===== config.mk =====
export PLATFORM = sky130hd
export DESIGN_NAME = pol_node
export DESIGN_NICKNAME = d
export VERILOG_FILES = /design/src/hw/rtl/pol_pkg.sv /design/src/hw/rtl/pol_node.sv
export SDC_FILE = /design/constraint.sdc
export NUM_CORES = 1
export LEC_CHECK = 0
export BUFFER_PORTS_ARGS = -buffer_cell sky130_fd_sc_hd__buf_2
export CAP_MARGIN = 10
export CORE_MARGIN = 5
export CORE_UTILIZATION = 43
export CTS_BUF_LIST = sky130_fd_sc_hd__clkbuf_8 sky130_fd_sc_hd__clkbuf_16
export DETAILED_ROUTE_END_ITERATION = 6
export PLACE_DENSITY = 0.81
export REMOVE_ABC_BUFFERS = 1
export SYNTH_ARGS = -nofsm -noshare
export SYNTH_HDL_FRONTEND = slang
export SYNTH_SLANG_ARGS = --single-unit
export TNS_END_PERCENT = 1

===== constraint.sdc =====
create_clock -name clk -period 1.28 [get_ports clk]
set_input_delay 0.064 -clock clk [delete_from_list [all_inputs] [get_ports clk]]
set_output_delay 0.064 -clock clk [all_outputs]
set_load 0.1 [all_outputs]

===== src/hw/rtl/pol_pkg.sv =====
`timescale 1ns / 1ps
// Shared types and codes for the positional ordered list.
// No dependencies; every other file of the block imports this package.
package pol_pkg;

  localparam logic [2:0] OP_READ   = 3'd0;
  localparam logic [2:0] OP_WRITE  = 3'd1;
  localparam logic [2:0] OP_INSERT = 3'd2;
  localparam logic [2:0] OP_REMOVE = 3'd3;
  localparam logic [2:0] OP_FIND   = 3'd4;

  localparam logic [1:0] ST_OK    = 2'd0;
  localparam logic [1:0] ST_RANGE = 2'd1;
  localparam logic [1:0] ST_FULL  = 2'd2;
  localparam logic [1:0] ST_EMPTY = 2'd3;

  typedef struct packed {
    logic ins;
    logic rem;
    logic wr;
    logic rd;
    logic fd;
  } cell_cmd_t;

  typedef struct packed {
    logic       rd;
    logic       fd;
    logic [1:0] status;
  } pipe_ctl_t;

endpackage


===== src/hw/rtl/pol_node.sv =====
`timescale 1ns / 1ps
// One registered node of the first-hit selection tree: passes on the left
// child when it hits, otherwise the right child. Uses pol_pkg.
module pol_node import pol_pkg::*; #(
  parameter int IW = 6,
  parameter int KW = 32,
  parameter int DW = 32
) (
  input  logic          clk,
  input  logic          en,
  input  logic          l_hit,
  input  logic [IW-1:0] l_pos,
  input  logic [KW-1:0] l_key,
  input  logic [DW-1:0] l_data,
  input  logic          r_hit,
  input  logic [IW-1:0] r_pos,
  input  logic [KW-1:0] r_key,
  input  logic [DW-1:0] r_data,
  output logic          hit,
  output logic [IW-1:0] pos,
  output logic [KW-1:0] key,
  output logic [DW-1:0] data
);

  always_ff @(posedge clk) begin
    if (en) begin
      hit <= l_hit | r_hit;
      if (l_hit) begin
        pos  <= l_pos;
        key  <= l_key;
        data <= l_data;
      end else begin
        pos  <= r_pos;
        key  <= r_key;
        data <= r_data;
      end
    end
  end

endmodule


# Word level (Yosys, flattened, before mapping)
# Index checks and enable logic that the tools add are counted.
dict set report totals {
  out_inout_bits 71
  regBits 71
  word_cells 8
}
dict set report op_classes {
  n_mux 3
  bitwise 1
}
# operator n
set op_table {}
lappend op_table {{32-bit 2-to-1 mux} 2}
lappend op_table {{6-bit 2-to-1 mux} 1}
lappend op_table {{1-bit bitwise OR} 1}

# Logic depth before layout (Yosys ltp)
dict set report logic_depth {
  word_depth 1
  ltp_mapped 3
  depth_no_buf 1
}

# Worst setup path before layout
# OpenSTA, ideal clock, no wires.
dict set report synth_path {
  path_kind {flip-flop to output port}
  start {register data[0]}
  end {output port data[0]}
  path_buffers 0
  stages_incl_launch_ff 1
  path_slack_ps 312
  t_arrival_ps 904
  path_cell_list {edfxtp_1}
}
# item line_no
set synth_lines {}
lappend synth_lines {{from (decl)} pol_node.sv:22} ;# output logic [DW-1:0] data
lappend synth_lines {{from (signal assigned)} pol_node.sv:31} ;# data <= l_data;
lappend synth_lines {{from (signal assigned)} pol_node.sv:35} ;# data <= r_data;
# No word-level cell between the ends.

# Final worst setup path
dict set report layout_path {
  start {register data[30]}
  end {output port data[30]}
}
# No word-level cell between the ends.

==> metrics.txt <==
final hold vios 0; vias 2230; Hold WC Path Type in -> reg; multiplexer area fraction after synthesis 31.4%; Rel. slew slack 65.6%; Post-Layout Cell Count 483; max-cap violation count 0; Hold Crit Start r_key[15]; top cells by area, synth edfxtp_1 (64%), mux2_4 (31%), buf_12 (4.2%); Post-DRT Antenna Nets 0; CP Capture Type output pin; status finished, final reports clean; commonest non-fill, non-tap cell in the layout buf_2; vias per inst 4.62; GRT Resource Usage Total 17.6%; XOR/XNOR Fraction of Synth Area 0%; Hold Path Depth 2; total gr overflow 0; CTS tree done; largest stage delay on the critical path 0.44 ns; synthesized-area fraction occupied by adder cells 0%; fill count 596; dpl ws 0.148 ns; HPWL Detailed 6.67 mm; IO buf count 214; PwrDens 1450 nW/µm²; Setup violations, final 0; largest family of logic cells by synthesized area multiplexers; clock slew at reported path FFs 0.08 ns; Hold Buf Count CTS 1; final core utilization 61.2%; Layout area overhead 40.2%; first-iteration detailed-routing DRC count 54; DP Cell Count 465; critical path buffer and inverter count 1; CP startpoint data[30]$_DFFE_PP_; Routed WL 8.44 mm; Slew Limit Fails 0; Final min period 1.22 ns; post-synth top area share 63.9%; CP top delay family buffers and inverters; die area 9620 µm²; residual DRC count 0; num rows 32; Die W 98.1 µm; CP max stage cell buf_2; YS warnings 0; Worst Max-Slew Pin Slew 0.520 ns; simple-gate portion of the synthesized area 0.187%; initial antenna violation count 1; CTS max path bufs 2; cts bufs inserted 9; post-synthesis area per instance 22.2 µm²; global-route wire length before repair 12.8 mm; Cell Chain, Critical Path buf_2; Synth Instances 150; Yosys cell types 6; fmax 823 MHz; area leader, netlist edfxtp_1; post-synthesis sequential area ratio 63.9%; compound-gate portion of the synthesized area 0%; Max IR drop VDD 0.000686 V; starting density of the core 43.6%; Pre-antenna DRT Iters 4; Total Neg Setup Slack 0 ns; Syn Std Cell Area 3340 µm²; setup bufs post-CTS 0; leakage power 0.00225 µW; largest net degree at the start of global routing 72; nets 519; H-tree levels 3; drt wl/cell 17.5 µm; crit path launch type flip-flop; register bit total from synthesis 71; gp weighted congestion 0.780; WS Path Type reg -> out; RSZ-0062 raised after global routing false; Worst path depth 1; power consumption 6780 µW; CTS sink count 71; Die H 98.1 µm; Post-CTS Resized 0; Clock Tree Root clkbuf_8; area of the core 7650 µm²; vias in the first global route 2531; commonest cells after routing, fill and taps aside buf_2 (213), edfxtp_1 (71), mux2_4 (69); final worst slack 0.0642 ns; Tcrit/Tclk final 95.0%; crit path DAT 1.15 ns; IO Pins 215; Worst Path Required 1.22 ns; maximum fanout along the worst path 1; share of cells above drive strength 1 80.3%
path summary, 6_finish.rpt:
path / to / slack [ns]
worst max-delay path: data[30] / 0.06
worst min-delay path: key[15]$_DFFE_PP_ / 0.03
Yosys cell counts:
library cell  number
mux2_4            69
or2_1              1
edfxtp_1          71
buf_6              1
mux2_2             1
buf_12             7
power breakdown:
part           internal, µW  total [µW]  switching [µW]
Clock                   686        1510             827
Sequential             2810        2860            53.7
Combinational           576        2410            1830
cell type report:
cell class                      count  area, µm²  area share [%]
Antenna cell                        1       2.50          0.0535
Clock buffer                        9        124            2.65
Clock inverter                      7       41.3           0.882
Multi-Input combinational cell     71       1050            22.5
Sequential cell                    71       2130            45.6
Tap cell                          102        128            2.73
Timing Repair Buffer              222       1200            25.6
per-stage QoR:
stage                     cell area, µm²  hold slack, ns
final                               4680          0.0254
after global routing                4680         0.00573
after CTS                           4680         0.00579
after detailed placement            4500           0.339
after global placement              4500           0.318
after floorplan                     3190           0.176
layer usage:
metal  global-route usage [%]  up-vias  part of all wire, %
li1                         -     1043                    -
met1                     17.1     1062                   33
met2                     31.7      119                   54
met3                     8.86        6                   12
met4                     6.71        0                  1.0
met5                        0        -                    0
state kept, by name, summed over array words and instances (netlist names):
name,cells
data,32
key,32
hit,1
pos,6
kinds of logic after synthesis:
kind of cell           count (synthesis)
flip-flops                            71
multiplexers                          70
buffers and inverters                  8
AND/OR/NAND/NOR                        1
(Power assumes the default switching activity.)
