===== src/hw/rtl/pol_pkg.sv =====
`timescale 1ns / 1ps
// Shared types and codes for the positional ordered list.
// No dependencies; every other file of the block imports this package.
package pol_pkg;

  localparam logic [2:0] OP_READ   = 3'd0;
  localparam logic [2:0] OP_WRITE  = 3'd1;
  localparam logic [2:0] OP_INSERT = 3'd2;
  localparam logic [2:0] OP_REMOVE = 3'd3;
  localparam logic [2:0] OP_FIND   = 3'd4;

  localparam logic [1:0] ST_OK    = 2'd0;
  localparam logic [1:0] ST_RANGE = 2'd1;
  localparam logic [1:0] ST_FULL  = 2'd2;
  localparam logic [1:0] ST_EMPTY = 2'd3;

  typedef struct packed {
    logic ins;
    logic rem;
    logic wr;
    logic rd;
    logic fd;
  } cell_cmd_t;

  typedef struct packed {
    logic       rd;
    logic       fd;
    logic [1:0] status;
  } pipe_ctl_t;

endpackage


===== src/hw/rtl/pol_cell.sv =====
`timescale 1ns / 1ps
// One storage cell of the list chain: holds one key and data word and
// shifts with its neighbors on insert and remove. Uses pol_pkg.
module pol_cell import pol_pkg::*; #(
  parameter int IDX = 0,
  parameter int CW  = 7,
  parameter int KW  = 32,
  parameter int DW  = 32
) (
  input  logic          clk,
  input  cell_cmd_t     cmd,
  input  logic [CW-1:0] pos,
  input  logic [CW-1:0] count,
  input  logic [KW-1:0] new_key,
  input  logic [DW-1:0] new_data,
  input  logic [KW-1:0] prev_key,
  input  logic [DW-1:0] prev_data,
  input  logic [KW-1:0] next_key,
  input  logic [DW-1:0] next_data,
  output logic [KW-1:0] key,
  output logic [DW-1:0] data,
  output logic          hit
);

  localparam logic [CW-1:0] IDX_V = CW'(IDX);

  always_ff @(posedge clk) begin
    if (cmd.ins) begin
      if (IDX_V > pos) begin
        key  <= prev_key;
        data <= prev_data;
      end else if (IDX_V == pos) begin
        key  <= new_key;
        data <= new_data;
      end
    end else if (cmd.rem) begin
      if (IDX_V >= pos) begin
        key  <= next_key;
        data <= next_data;
      end
    end else if (cmd.wr && IDX_V == pos) begin
      key  <= new_key;
      data <= new_data;
    end
  end

  assign hit = (cmd.rd && IDX_V == pos) ||
               (cmd.fd && IDX_V < count && key == new_key);

endmodule


===== config.mk =====
export PLATFORM = sky130hd
export DESIGN_NAME = pol_cell
export DESIGN_NICKNAME = d
export VERILOG_FILES = /design/src/hw/rtl/pol_pkg.sv /design/src/hw/rtl/pol_cell.sv
export SDC_FILE = /design/constraint.sdc
export NUM_CORES = 1
export LEC_CHECK = 0
export ABC_AREA = 1
export ABC_CLOCK_PERIOD_IN_PS = 3700
export BUFFER_PORTS_ARGS = -buffer_cell sky130_fd_sc_hd__buf_4
export CORE_AREA = 3 3 105 107
export DETAILED_ROUTE_END_ITERATION = 10
export DIE_AREA = 0 0 108 110
export PLACE_DENSITY = 0.73
export SYNTH_ARGS = -nofsm -noshare
export SYNTH_HDL_FRONTEND = slang
export SYNTH_SLANG_ARGS = --single-unit
export TNS_END_PERCENT = 100

===== constraint.sdc =====
create_clock -name clk -period 3.7 [get_ports clk]
set_input_delay 0.37 -clock clk [delete_from_list [all_inputs] [get_ports clk]]
set_output_delay 0.37 -clock clk [all_outputs]
set_load 0.1 [all_outputs]

## Word-level counts from Yosys, hierarchy flattened

Index checks and enable logic that the tools add are counted.

| operators by class | value |
|---|---|
| equal/unequal tests | 3 |
| reductions and logical operators | 8 |
| order comparisons | 3 |
| mux-type cells | 12 |

Operators with widths:

| kind | count |
|---|---|
| 2-to-1 mux 32 bit | 12 |
| == test 32 bit | 1 |
| greater-or-equal comparator 1 x 7 -> 1 bit (first input constant) | 1 |
| greater-than comparator 1 x 7 -> 1 bit (first input constant) | 1 |
| logical NOT 7 bit | 1 |
| less-than comparator 1 x 7 -> 1 bit (first input constant) | 1 |
| inequality test 3 x 1 -> 1 bit (second input constant) | 2 |
| logical AND 1 bit | 4 |
| AND reduction 3 bit | 1 |
| nonzero test 3 bit | 1 |
| logical OR 1 bit | 1 |

| storage, ports and cells | value |
|---|---|
| logic and storage cells | 28 |
| output and inout port bits | 65 |
| bits of input ports | 212 |
| register bits after elaboration | 64 |

## Longest topological paths before layout

| logic depth | value |
|---|---|
| depth in word-level cells | 5 |
| depth in mapped cells | 10 |
| mapped depth without buffers | 10 |

## Worst setup path before layout

Ideal clock, no wire load.

| path | value |
|---|---|
| path kind | input port to flip-flop |
| start point | in pos[3] |
| end point | reg data[0] (enable) |
| library setup time | 0.433 ns |
| path slack | 0.866 ns |
| data arrival time | 2.401 ns |
| cell stages on the path | 4 |
| cell sequence | nor2_1 > nand2_1 > nor4_1 > o31a_1 |

| between the ends | value |
|---|---|
| longest elaborated chain between the ends | 4 |
| elaborated cells on any way between the ends | 8 |

RTL lines:

| what | line | text |
|---|---|---|
| start, declared | pol_cell.sv:12 | `input logic [CW-1:0] pos,` |
| branches (longest 3 deep; another with greater-than comparator 1 x 7 -> 1 bit) | -- |  |
| AND reduction 3 bit (no line) * | -- |  |
| end signal, assigned | pol_cell.sv:31 | `data <= prev_data;` |
| end signal, assigned | pol_cell.sv:34 | `data <= new_data;` |
| end signal, assigned | pol_cell.sv:43 | `data <= new_data;` |
| end, declared | pol_cell.sv:21 | `output logic [DW-1:0] data,` |

Mark *: on every way between the ends.
A chain may end at the register's enable or synchronous reset.

## Worst setup path in the final report

| path | value |
|---|---|
| start point | reg key[29] |
| end point | out hit |

| between the ends | value |
|---|---|
| longest elaborated chain between the ends | 3 |

RTL lines:

| what | line | text |
|---|---|---|
| start, declared | pol_cell.sv:20 | `output logic [KW-1:0] key,` |
| start signal, assigned | pol_cell.sv:30 | `key <= prev_key;` |
| start signal, assigned | pol_cell.sv:33 | `key <= new_key;` |
| start signal, assigned | pol_cell.sv:38 | `key <= next_key;` |
| == test 32 bit | pol_cell.sv:48 | `(cmd.fd && IDX_V < count && key == new_key);` |
| logical AND 1 bit | pol_cell.sv:48 |  |
| logical OR 1 bit | pol_cell.sv:47 | `assign hit = (cmd.rd && IDX_V == pos) \|\|` |
| end, declared | pol_cell.sv:22 | `output logic hit` |

No other way between the ends.

==> results.py <==
metrics = {
    "sta": {
        "drv_slew": 0,
        "worst_slack_ns": 1.57,
        "tns_ns": 0,
        "fmax_ghz": 0.470,
        "period_share": 0.576,
        "period_needed_ns": 2.13,
        "setup_viol": 0,
        "rsz0062_at_grt": "no",
        "relSlewSlack": 0.422,
        "timing.hold.ws_ns": 0.332,
        "hold_viol": 0,
        "worst_pin_slew_ns": 0.867,
    },
    "pwr": {
        "p_per_area_mw_per_mm2": 292,
        "power_leakage_nw": 2.70,
        "ir_drop_mv": 0.163,
    },
    "clocking": {
        "cts_buffer_depth": 2,
        "ctsResizeCount": 0,
        "hold_buffers": 0,
        "htree_levels": 3,
        "cts_root_buffer": "clkbuf_8",
        "numCtsBuffers": 9,
        "cts_tree": "yes",
        "cts_setup_buffers": 0,
        "cts.clk_slew.worst_paths_ns": 0.07,
        "clkSinkCount": 64,
    },
    "routing": {
        "drt_iter0_drc": 123,
        "routedWlPerCell_um": 13.3,
        "vias": 3043,
        "routed_via_density": 4.38,
        "drc": 0,
        "finalWirelength_um": 9280,
        "first_pass_iters": 4,
        "ant_nets": 0,
    },
    "critical_path": {
        "critical_path_required_ns": 3.33,
        "cp-start-kind": "flip-flop",
        "path_max_fanout": 3,
        "arrival_ns": 1.76,
        "endpoint_kind": "primary output",
        "critPathKind": "reg -> out",
    },
    "logic_synthesis": {
        "syn_inst": 340,
        "synth-edff-count": 64,
        "ys_ff_latch": 64,
        "yosys_warnings": 0,
        "synth_area_per_cell_sq_um": 10.6,
        "synthArstFlopShare": 0,
        "syn_nets": 552,
        "yosysTopAreaCell": "edfxtp_1",
        "synth.distinct_cells": 20,
        "ys.flop_type": "edfxtp_1",
        "synth_most_common_cell": "nand2_1",
        "synthTopCellsByArea": "edfxtp_1 53%, mux2_4 16%, nand2_1 8.4%",
        "syn_area_sq_mm": 0.00360,
        "yosysSeqAreaShare": 0.534,
        "synth_top_area_share": 0.534,
        "synth_common_cells": "81 x nand2_1, 64 x edfxtp_1, 48 x inv_1",
    },
    "grt": {
        "grtUsageTotal": 0.152,
        "grt_pass1_wl_um": 14000,
        "overflow": 0,
        "grt_pass1_vias": 2943,
        "grt_max_degree": 65,
        "grt_antenna_before_repair": 0,
    },
    "floorplanning": {
        "ios": 277,
        "initial_core_util": 0.352,
        "dieHeight_um": 110,
        "die_area_sq_mm": 0.0119,
        "die_w_um": 108,
        "rows": 37,
        "placeableCoreArea_sq_mm": 0.0102,
    },
    "layout": {
        "nets": 769,
        "diodes": 0,
        "num-fill-cells": 929,
        "drive_gt1_frac": 0.531,
        "syn2layout_area_growth_pct": 51.3,
    },
    "place": {
        "hpwlAfterDp_um": 7400,
        "place_worst_setup_slack_ns": 1.53,
        "portBuffers": 212,
        "place.gp.congestion": 0.751,
    },
    "worst_hold_path": {
        "hp-class": "in -> reg",
    },
    "run": {
        "cap_violations": 0,
    },
    "outcome": {
        "status": "finished clean",
    },
}
metal layers:
| layer | share of wire | global-route usage |
|---|---|---|
| met4 | 0.014 | 0.0595 |
| met5 | 0 | 0 |
| met3 | 0.10 | 0.0483 |
| met1 | 0.36 | 0.166 |
| met2 | 0.52 | 0.276 |
flip-flops by register name, summed over array words and instances (netlist names):
| register | flops |
|---|---|
| key | 32 |
| data | 32 |
layout by cell type (no fill, tap or decap), types with 3 or more instances in the layout:
master | netlist | layout
buf_4 | 0 | 215
xnor2_1 | 5 | 5
a21oi_2 | 20 | 20
a21oi_1 | 5 | 5
o22ai_1 | 3 | 3
mux2_4 | 38 | 38
inv_1 | 48 | 48
nand2_1 | 81 | 81
clkbuf_8 | 0 | 9
inv_2 | 11 | 11
nand3_1 | 4 | 4
nor2_1 | 44 | 44
edfxtp_1 | 64 | 64
kinds of logic after synthesis:
family / Yosys count / share of synthesized area
and+or+nand+nor: 134 / 0.144
buffers and inverters: 69 / 0.0854
DFF: 64 / 0.534
muxes: 39 / 0.162
AOI/OAI and AO/OA: 29 / 0.0632
xor gates and xnor gates: 5 / 0.0122
worst max-delay path: stages (launching register included):
cell,delay [ns]
edfxtp_1,0.42
nand2_1,0.09
nand2_1,0.06
inv_1,0.05
nand2_1,0.05
nor2_1,0.09
nand2_1,0.06
nor2_1,0.14
nand3_1,0.11
nand2_1,0.08
buf_4,0.28
metrics by stage:
stage	total power [mW]	cell area, sq um	instances	util
3_3_place_gp	1.13	5310	682	0.519
4_1_cts	1.62	5450	695	0.533
5_1_grt	1.67	5450	695	0.533
3_5_place_dp	1.14	5310	682	0.519
2_1_floorplan	0.990	3600	340	-
6_report	1.59	5450	695	0.533
final cells by class:
| cell class | instances | area (sq um) | share of cell area |
|---|---|---|---|
| sequential | 64 | 1920 | 0.353 |
| clock buffer | 11 | 131 | 0.0241 |
| inverter | 60 | 225 | 0.0413 |
| timing repair buffer | 215 | 1610 | 0.296 |
| tap | 136 | 170 | 0.0312 |
| multi-input combinational | 207 | 1380 | 0.253 |
| clock inverter | 2 | 10.0 | 0.00184 |
where the power goes:
part / total (mW) / internal (mW) / switching (mW)
clock: 0.473 / 0.230 / 0.243
combinational: 0.307 / 0.181 / 0.126
sequential: 0.811 / 0.808 / 0.00228
total: 1.59 / 1.22 / 0.371
worst paths after layout:
kind	from	endpoint	slack, ns	cells after the start
min	next_data[31]	data[31]	0.33	2
max	key[29]	hit	1.57	10
Power figures use the tool's default switching activity.
